==> src/rtl/core/mnfr_pkg.sv <==
`default_nettype none

package mnfr_pkg;

  localparam int unsigned FRAME_CAPACITY = 256;
  localparam int unsigned COUNT_W = $clog2(FRAME_CAPACITY + 1);

  localparam logic [7:0] START_CODE_RESET  = 8'hAA;
  localparam logic [7:0] STOP_CODE_RESET   = 8'h99;
  localparam logic [7:0] ESCAPE_CODE_RESET = 8'h66;

  // configuration register indexes
  localparam logic [1:0] REG_START_CODE  = 2'd0;
  localparam logic [1:0] REG_STOP_CODE   = 2'd1;
  localparam logic [1:0] REG_ESCAPE_CODE = 2'd2;

  typedef struct packed {
    logic [7:0] start_code;
    logic [7:0] stop_code;
    logic [7:0] escape_code;
  } codes_t;

  typedef struct packed {
    logic               expect_low_half;
    logic               escape_pending;
    logic               complete_flag;
    logic [COUNT_W-1:0] byte_count;
    logic [3:0]         low_nibble_hold;
  } frame_state_t;

  typedef struct packed {
    logic               byte_valid;
    logic [7:0]         decoded_byte;
    logic [7:0]         byte_index;
    logic               frame_complete;
    logic [COUNT_W-1:0] frame_length;
  } result_t;

  // the nibble rides in the odd bits of the line byte
  function automatic logic [3:0] odd_bits_nibble(input logic [7:0] b);
    return {b[7], b[5], b[3], b[1]};
  endfunction

endpackage

`default_nettype wire

==> src/rtl/core/mnfr_step.sv <==
`default_nettype none

module mnfr_step (
  input  mnfr_pkg::codes_t       codes,
  input  mnfr_pkg::frame_state_t state_cur,
  input  logic [7:0]             line_byte,
  output mnfr_pkg::frame_state_t state_next,
  output mnfr_pkg::result_t      result
);
  import mnfr_pkg::*;

  localparam logic [COUNT_W-1:0] CAPACITY = COUNT_W'(FRAME_CAPACITY);

  logic               is_data;
  frame_state_t       st;
  logic [3:0]         nib;
  logic               take;

  always_comb begin
    st      = state_cur;
    is_data = 1'b0;
    // a pending escape makes any byte data; otherwise start wins over stop, stop over escape
    if (state_cur.escape_pending) begin
      st.escape_pending = 1'b0;
      is_data           = 1'b1;
    end else if (line_byte == codes.start_code) begin
      st.expect_low_half = 1'b1;
      st.escape_pending  = 1'b0;
      st.complete_flag   = 1'b0;
      st.byte_count      = '0;
    end else if (line_byte == codes.stop_code) begin
      st.complete_flag = 1'b1;
    end else if (line_byte == codes.escape_code) begin
      st.escape_pending = 1'b1;
    end else begin
      is_data = 1'b1;
    end

    nib  = odd_bits_nibble(line_byte);
    take = is_data && (st.byte_count < CAPACITY) && !st.complete_flag;

    result              = '0;
    state_next          = st;
    if (take) begin
      if (st.expect_low_half) begin
        state_next.low_nibble_hold = nib;
        state_next.expect_low_half = 1'b0;
      end else begin
        result.byte_valid          = 1'b1;
        result.decoded_byte        = {nib, st.low_nibble_hold};
        result.byte_index          = st.byte_count[7:0];
        state_next.byte_count      = st.byte_count + COUNT_W'(1);
        state_next.expect_low_half = 1'b1;
      end
    end
    result.frame_complete = state_next.complete_flag;
    result.frame_length   = state_next.byte_count;
  end

endmodule

`default_nettype wire

==> src/rtl/core/manchester_nibble_frame_receiver_core.sv <==
`default_nettype none

// Channel   Direction  Handshake            Payload
// in        sink       in_valid / in_stall  line_byte
// out       source     out_valid/ out_stall byte_valid, decoded_byte, byte_index,
//                                           frame_complete, frame_length
// cfg       sink       cfg_write            cfg_index, cfg_data
//
// One line byte per cycle while in_stall is low; an input transfer loads the input
// register, and an advance then moves it through the decode step into the result register.
// The frame state updates in the single decode step between the input
// register and the result register.
// Reset is synchronous and restores the code registers to their defaults.
// A stall on the output holds the result register and, while the input register
// holds a byte, holds it as well and raises in_stall.

module manchester_nibble_frame_receiver_core (
  input  wire logic                     clk,
  input  wire logic                     rst,
  input  wire logic                     in_valid,
  output logic                          in_stall,
  input  wire logic [7:0]               line_byte,
  output logic                          out_valid,
  input  wire logic                     out_stall,
  output logic                          byte_valid,
  output logic [7:0]                    decoded_byte,
  output logic [7:0]                    byte_index,
  output logic                          frame_complete,
  output logic [mnfr_pkg::COUNT_W-1:0]  frame_length,
  input  wire logic                     cfg_write,
  input  wire logic [1:0]               cfg_index,
  input  wire logic [7:0]               cfg_data
);
  import mnfr_pkg::*;

  codes_t       codes;
  frame_state_t state_cur;
  frame_state_t state_next;
  result_t      step_result;
  result_t      result;

  logic         hold_valid;
  logic [7:0]   hold_byte;
  logic         out_free;
  logic         advance;

  assign out_free = !out_valid || !out_stall;
  assign advance  = hold_valid && out_free;
  assign in_stall = hold_valid && !out_free;

  mnfr_step u_step (
    .codes      (codes),
    .state_cur  (state_cur),
    .line_byte  (hold_byte),
    .state_next (state_next),
    .result     (step_result)
  );

  always_ff @(posedge clk) begin
    if (rst) begin
      codes.start_code          <= START_CODE_RESET;
      codes.stop_code           <= STOP_CODE_RESET;
      codes.escape_code         <= ESCAPE_CODE_RESET;
      state_cur.expect_low_half <= 1'b1;
      state_cur.escape_pending  <= 1'b0;
      state_cur.complete_flag   <= 1'b0;
      state_cur.byte_count      <= '0;
      state_cur.low_nibble_hold <= '0;
      hold_valid                <= 1'b0;
      out_valid                 <= 1'b0;
    end else begin
      if (cfg_write) begin
        unique case (cfg_index)
          REG_START_CODE:  codes.start_code  <= cfg_data;
          REG_STOP_CODE:   codes.stop_code   <= cfg_data;
          REG_ESCAPE_CODE: codes.escape_code <= cfg_data;
          default: ;
        endcase
      end
      if (advance) begin
        state_cur <= state_next;
      end
      if (!in_stall) begin
        hold_valid <= in_valid;
      end
      if (out_free) begin
        out_valid <= hold_valid;
      end
    end
  end

  // payload registers
  always_ff @(posedge clk) begin
    if (in_valid && !in_stall) begin
      hold_byte <= line_byte;
    end
    if (advance) begin
      result <= step_result;
    end
  end

  assign byte_valid     = result.byte_valid;
  assign decoded_byte   = result.decoded_byte;
  assign byte_index     = result.byte_index;
  assign frame_complete = result.frame_complete;
  assign frame_length   = result.frame_length;

endmodule

`default_nettype wire
==> config.mk <==
export PLATFORM = sky130hd
export DESIGN_NAME = manchester_nibble_frame_receiver_core
export DESIGN_NICKNAME = d
export VERILOG_FILES = /design/src/rtl/core/mnfr_pkg.sv /design/src/rtl/core/mnfr_step.sv /design/src/rtl/core/manchester_nibble_frame_receiver_core.sv
export SDC_FILE = /design/constraint.sdc
export NUM_CORES = 1
export LEC_CHECK = 0
export ABC_AREA = 1
export BUFFER_PORTS_ARGS = -buffer_cell sky130_fd_sc_hd__buf_4
export CORE_ASPECT_RATIO = 1.4
export CORE_MARGIN = 2
export CORE_UTILIZATION = 31
export CTS_BUF_LIST = sky130_fd_sc_hd__clkbuf_8
export CTS_CLUSTER_DIAMETER = 120
export CTS_CLUSTER_SIZE = 28
export DETAILED_ROUTE_END_ITERATION = 6
export PLACE_DENSITY = 0.53
export SYNTH_ARGS = -nofsm -noshare
export SYNTH_HDL_FRONTEND = slang
export SYNTH_SLANG_ARGS = --single-unit
==> constraint.sdc <==
create_clock -name clk -period 2.3 [get_ports clk]
set_input_delay 0.46 -clock clk [delete_from_list [all_inputs] [get_ports clk]]
set_output_delay 0.46 -clock clk [all_outputs]
set_load 0.01 [all_outputs]
==> impl_results.md, run 1 <==
* Outcome: complete, no violations
* Port buffer count at 51
* Die Y-Extent at 129 um
* Fraction of layout cells with a size suffix above 1 at 22.5%
* Total clock sinks at 77
* Ranking of synthesized cells by area: edfxtp_1, dfxtp_1, nand2_1, inv_1, nor2_1
* CP Launch Type: register
* Critical path type: reg2reg
* FF-to-FF End: decoded_byte[6]
* Post-Syn Area at 3490 sq um
* Flops & latches, synth at 77
* Most common cell in the netlist: nand2_1
* Syn Nets at roughly 450
* Clock transition at the registers of the reported paths at 80 ps
* Slew HR at 71.9%
* Final period util at between 90% and 100%
* Antenna cells at 0
* Via-per-instance ratio at 4.36
* Dominant cell type by area after synthesis: edfxtp_1
* Worst endpoint required time at about 2400 ps
* Core ar. at 10900 sq um
* Syn Inst Count at 422
* Slew Limit Fails at 0
* First-pass GRT wire length at 12300 um
* Final core utilization at 40.1%
* Worst Path Arrival at 2300 ps
* Final Skew at 8.17 ps
* Final setup fails at 0
* Worst-skew pair later-pin latency at 370 ps
* DRC viols at 0
* Effective utilization at floorplan at 31.9%
* Row count at 45
* Pin count of the biggest net entering global routing at 27
* Main synth FF type: dfxtp_1
* Leakage power at 0.00207 uW
* H-tree depth at 3
* Tightest Pin Transition at ~420 ps
* R2r setup slk at about 120 ps
* Remaining antenna violation count at 0
* Critical path capture point: decoded_byte[6]
* CTS tree: yes
* Number of global-route vias before repair at 2675
* Worst Hold Path Cells at 1
* Hold Startpoint: line_byte[2]
* Die area at 12100 sq um
* Hold Path Class: in2reg
* Worst Setup SP: hold_byte[7]
* R2r worst-path depth at 11
* Number of synthesized flops with an enable pin at 35
* Hold_ws at 263 ps
* Die W at 93.6 um
* GPL Wtd Cong at 0.799
* Synth Warn # at 0
* Final Hold Viols at 0
* Max Root-Sink Buffers at 2
* Mapped Avg Cell Area at ~8.3 sq um
* GRT Residual Overflow at 0
* Synth top area share at 30.1%
* Setup TNS at 0 ps
* Vias at around 2800
* Peak VDD IR at between 0.3 and 0.4 mV
* Post-route minimum period at roughly 2200 ps
* Cell Pwr Density at between 600 and 700 nW/um^2
* Sequential share of the synthesized area at 54.3%
* DR WL/cell at between 10 and 15 um
* Max frequency at 0.460 GHz
* Drt initial violations at 130
* GRT Util Overall at 13.4%
* Post-CTS Hold Buffers at 0
* Crit end category: register
* # IOs at 52
* Area Growth Syn to Fin at 25.8%
* CP max FO at 8
* Clk root buf: clkbuf_8
* Post-synth ARST share at 0%
* Initial antenna violation count at 0
* Count of cell types in the netlist at 27
* Most frequent cells after synthesis: nand2_1, inv_1, dfxtp_1
* Num CTS Buffers at 9
* Max-capacitance violation count at 0
* Total Power at around 3000 uW
* Placed instance area at 4120 sq um
* Fin area at 4390 sq um
* # nets final at 517
* FF-to-FF Start: hold_byte[7]
* DRT Pass-1 Iters at 4
* Dpl hpwl at 5770 um
* Total wire length at 7620 um
[per-layer routing]
layer / part of all wire [%] / wire length (um) / vias up / global-route usage, %
met1: 41 / 3150 / 1250 / 14.3
met2: 52 / 3980 / 46 / 24.1
met3: 3.2 / 245 / 16 / 2.62
met4: 3.2 / 242 / 0 / 8.27
met5: 0 / 0 / - / 0
li1: - / - / 1472 / -
[final cells by class]
type	instances	area, sq um
fillers	1133	6540
flip-flops and latches	77	1890
multi-input cells	263	1330
repair buffers	67	515
inverters	74	278
well taps	141	176
clock buffers	10	138
clock inverters	6	55.1
[registers in the layout, summed over array words and instances (netlist names)]
register / flops
codes: 24
state_cur: 16
frame_length: 9
byte_index: 8
decoded_byte: 8
hold_byte: 8
byte_valid: 1
frame_complete: 1
hold_valid: 1
out_valid: 1
[cell families (layout without fill, tap and decap cells)]
group | Yosys count | in the layout | share of synthesized area [%]
simple gates | 196 | 196 | 25.2
buf+inv | 82 | 157 | 8.93
flops | 77 | 77 | 54.3
compound gates | 56 | 56 | 8.65
xor+xnor | 9 | 9 | 2.26
fa+ha+maj | 2 | 2 | 0.718
[how the worst min path moves through the flow]
stage / to / slack, ps
final: hold_byte[2] / 260
after floorplan: state_cur[0] / 420
after detailed placement: state_cur[2] / 440
after global routing: hold_byte[0] / 260
after CTS: hold_byte[0] / 250
after global placement: state_cur[0] / 440
[metrics by stage]
step / setup WS, ps / std cells
6_report: 124 / 638
5_1_grt: -33.1 / 638
4_1_cts: 20.0 / 633
3_5_place_dp: 31.2 / 617
3_3_place_gp: 22.7 / 617
2_1_floorplan: 136 / 422
[where the power goes]
part | switching, uW | internal, uW
logic | 228 | 162
clock network | 490 | 519
registers | 45.3 | 1510
total | 763 | 2190
[critical path, cell delays in order, from the launching register on]
cell      delay, ps
edfxtp_1        520
xnor2_1         190
nand2_1         130
nor2_4          130
nand3_4         120
buf_4           170
nand2_4         110
inv_2            70
ha_1            200
buf_4           170
nand2_1          80
inv_1            40
[repair_timing]
item                                   CTS  global route
endpoints found under the hold margin    0             0
setup buffers                            0             5
gates resized for setup                  0            13
setup endpoints to repair                0            26
[placed cells by master (no fill, tap or decap), drive strengths merged]
| cell | n |
|---|---|
| xor2 | 1 |
| a21oi | 23 |
| edfxtp | 35 |
| clkinvlp | 1 |
| buf | 67 |
| inv | 75 |
| o211ai | 5 |
| clkinv | 3 |
| nand2 | 117 |
| ha | 2 |
| nand3 | 29 |
| nand3b | 1 |
| nor3 | 3 |
| nand4 | 1 |
| clkbuf | 10 |
| o21ai | 26 |
| o21bai | 2 |
| xnor2 | 8 |
| bufinv | 1 |
| nor2 | 45 |
| dfxtp | 42 |
No activity file was read; power rests on OpenSTA's default activity.
==> run 2, diff against run 1 <==
- ABC_AREA: 1 -> unset
- BUFFER_PORTS_ARGS: -buffer_cell sky130_fd_sc_hd__buf_4 -> -buffer_cell sky130_fd_sc_hd__buf_2
==> impl_results.md, run 2 <==
* # IOs at 52 (unchanged)
* Top Metal Used: met4
* Worst endpoint required time at 2410 ps (-20 ps)
* Die Y-Extent at 131 um (+1.5%)
* Effective utilization at floorplan at 31.7% (-0.24 points)
* Hold Path Class: in2reg
* Tightest Pin Transition at 646 ps (+224 ps)
* Initial antenna violation count at 0 (unchanged)
* Flops & latches, synth at 77 (unchanged)
* Count of cell types in the netlist at 46 (+70%)
* Hold_ws at 277 ps (+13.9 ps)
* Antenna cells at 0 (unchanged)
* Placed instance area at 4140 sq um (+0.61%)
* Core ar. at 11300 sq um (+3.8%)
* Fin cells at 571 (-11%)
* Final setup fails at 0 (unchanged)
* CP Launch Type: register
* Dominant cell type by area after synthesis: edfxtp_1
* Reg with most FFs: codes
* Leakage power at 0.00172 uW (-17%)
* Post-Syn Area at 3590 sq um (+3.0%)
* Commonest non-fill, non-tap cells in the layout: buf_2, dfxtp_1, nand2_1, edfxtp_1, buf_4
* Final period util at 95.4% (+0.78 points)
* Total wire length at 8650 um (+13%)
* # fillers at 1146 (+1.1%)
* GPL Wtd Cong at 0.862 (+7.9%)
* Number of synthesized flops with an enable pin at 35 (unchanged)
* Critical-path cell list: xnor2_2 > and4_1 > nand3_2 > and2_1 > ha_2 > nand2_1 > a31oi_2 > nand4_1 > xor2_1
* Critical path type: reg2reg
* DRT Pass-1 Iters at 5 (+1)
* Syn Nets at 373 (-17%)
* Max-capacitance violation count at 0 (unchanged)
* Max Root-Sink Buffers at 2 (unchanged)
* Met2 wire len at 4800 um (+21%)
* Die area at 12500 sq um (+2.9%)
* Unrepaired setup endpoints after global routing: yes
* Largest register FFs at 24 (unchanged)
* Drt initial violations at 126 (-3.1%)
* Clock transition at the registers of the reported paths at 80 ps (about the same)
* Cell Pwr Density at 635 nW/um^2 (-5.7%)
* Sequential share of the synthesized area at 52.7% (-1.6 points)
* Ranking of synthesized cells by area: edfxtp_1, dfxtp_1, xnor2_1, nand2_1, mux2i_1
* Number of global-route vias before repair at 2777 (+3.8%)
* Post-CTS Hold Buffers at 0 (unchanged)
* Clk root buf: clkbuf_8
* DRC viols at 0 (unchanged)
* Post-route minimum period at 2190 ps (+18.0 ps)
* Slew Limit Fails at 0 (unchanged)
* CP bufs+invs at 0 (-4)
* Num CTS Buffers at 9 (unchanged)
* Synth Warn # at 0 (unchanged)
* Row count at 46 (+2.2%)
* Crit-path slowest cell: edfxtp_1
* Max frequency at 0.456 GHz (-0.82%)
* Worst Path Arrival at 2300 ps (about the same)
* GRT Util Overall at 14.8% (+1.4 points)
* Vias at 2873 (+3.2%)
* Routed wl met3 at 287 um (+17%)
* Synth top area share at 29.3% (-0.88 points)
* Placed cell count at 547 (-11%)
* Most common cell in the netlist: dfxtp_1
* Die W at 95.0 um (+1.4%)
* Via-per-instance ratio at 5.03 (+15%)
* GRT Residual Overflow at 0 (unchanged)
* Syn Inst Count at 348 (-18%)
* DR WL/cell at 15.1 um (+27%)
* Post-synth ARST share at 0% (unchanged)
* Main synth FF type: dfxtp_1
* Port buffer count at 51 (unchanged)
* Fin area at 4440 sq um (+1.2%)
* CP max FO at 3 (-5)
* Metal-1 WL at 3310 um (+5.0%)
* Dpl hpwl at 6480 um (+12%)
* Remaining antenna violation count at 0 (unchanged)
* Fraction of layout cells with a size suffix above 1 at 27.2% (+4.6 points)
* H-tree depth at 3 (unchanged)
* Pin count of the biggest net entering global routing at 29 (+7.4%)
* Pre-CTS WS at 8.45 ps (-22.8 ps)
* Worst-skew pair later-pin latency at 360 ps (about the same)
* Final Skew at 6.41 ps (-1.76 ps)
* Worst Setup Slack, final at 106 ps (-18.0 ps)
* Outcome: complete, no violations
* CTS tree: yes
* Commonest non-fill, non-tap cell in the layout: buf_2
* Total clock sinks at 77 (unchanged)
* Final Hold Viols at 0 (unchanged)
* Mapped Avg Cell Area at 10.3 sq um (+25%)
* Max incr delay on CP at 470 ps (-50 ps)
* Peak VDD IR at 0.277 mV (-11%)
* Area Growth Syn to Fin at 23.6%
* Setup TNS at 0 ps (unchanged)
* Most frequent cells after synthesis: dfxtp_1, nand2_1, edfxtp_1
* First-pass GRT wire length at 13900 um (+13%)
* # nets final at 447 (-14%)
* Top cell family by delay on the critical path: simple AND/OR/NAND/NOR gates
* Crit end category: register
* Slew HR at 56.8% (-15 points)
[run 2: changes by cell type after synthesis, sizes merged, moves of 10 or more]
cell   previous run  this run
a211o             0        10
a31oi             0        13
nand2           117        37
and3              0        10
a21oi            23        13
mux2i             0        12
nand3            29         7
nor2             45        23
o21ai            26         7
inv              73         7
and2              0        11
[run 2: final timing paths]
kind | from | end | slack (ps) | cells past startpoint
setup / recovery | hold_byte[4] | frame_length[6] | 110 | 9
hold / removal | line_byte[4] | hold_byte[4] | 280 | 1
setup reg to reg | hold_byte[4] | frame_length[6] | 110 | 9
hold reg to reg | codes[9] | codes[9] | 470 | 2
[run 2: power by group]
group | total (uW) | switching (uW) | internal [uW] | leakage [uW]
logic | 307 | 168 | 139 | 0.000942
clock network | 989 | 494 | 494 | 0.0000964
registers | 1520 | 37.5 | 1490 | 0.000682
total | 2820 | 700 | 2120 | 0.00172
[run 2: final cells by class]
class	count	area (sq um)	share of cell area, %
clock inverter	7	67.6	1.52
timing repair buffer	83	508	11.4
tap	144	180	4.06
multi-input combinational	244	1640	37.0
sequential	77	1890	42.6
clock buffer	9	124	2.79
inverter	7	26.3	0.592
[run 2: per-layer routing]
layer  vias up  GRT usage (%)
met1      1377           15.8
met3        16           2.24
li1       1412              -
met5         -              0
met4         0           7.89
met2        68           27.0
[run 2: cell families after synthesis]
family	after synthesis	share of synthesized area [%]
muxes	13	3.66
AOI/OAI and AO/OA	59	11.5
adders and majority gates	2	0.697
xor gates and xnor gates	25	6.10
DFF	77	52.7
and+or+nand+nor	145	22.1
buffers and inverters	27	3.31
[run 2: per-stage QoR]
step	utilization (%)	power, uW
floorplan	-	1730
global placement	36.5	1850
detailed placement	36.5	1850
CTS	38.4	2840
global route	39.2	2950
finish	39.2	2820
[run 2: timing repair]
item,4_1_cts,5_1_grt
resized for setup,0,9
buffers inserted,3,5
pin swaps,1,3
setup endpoints to repair,1,24
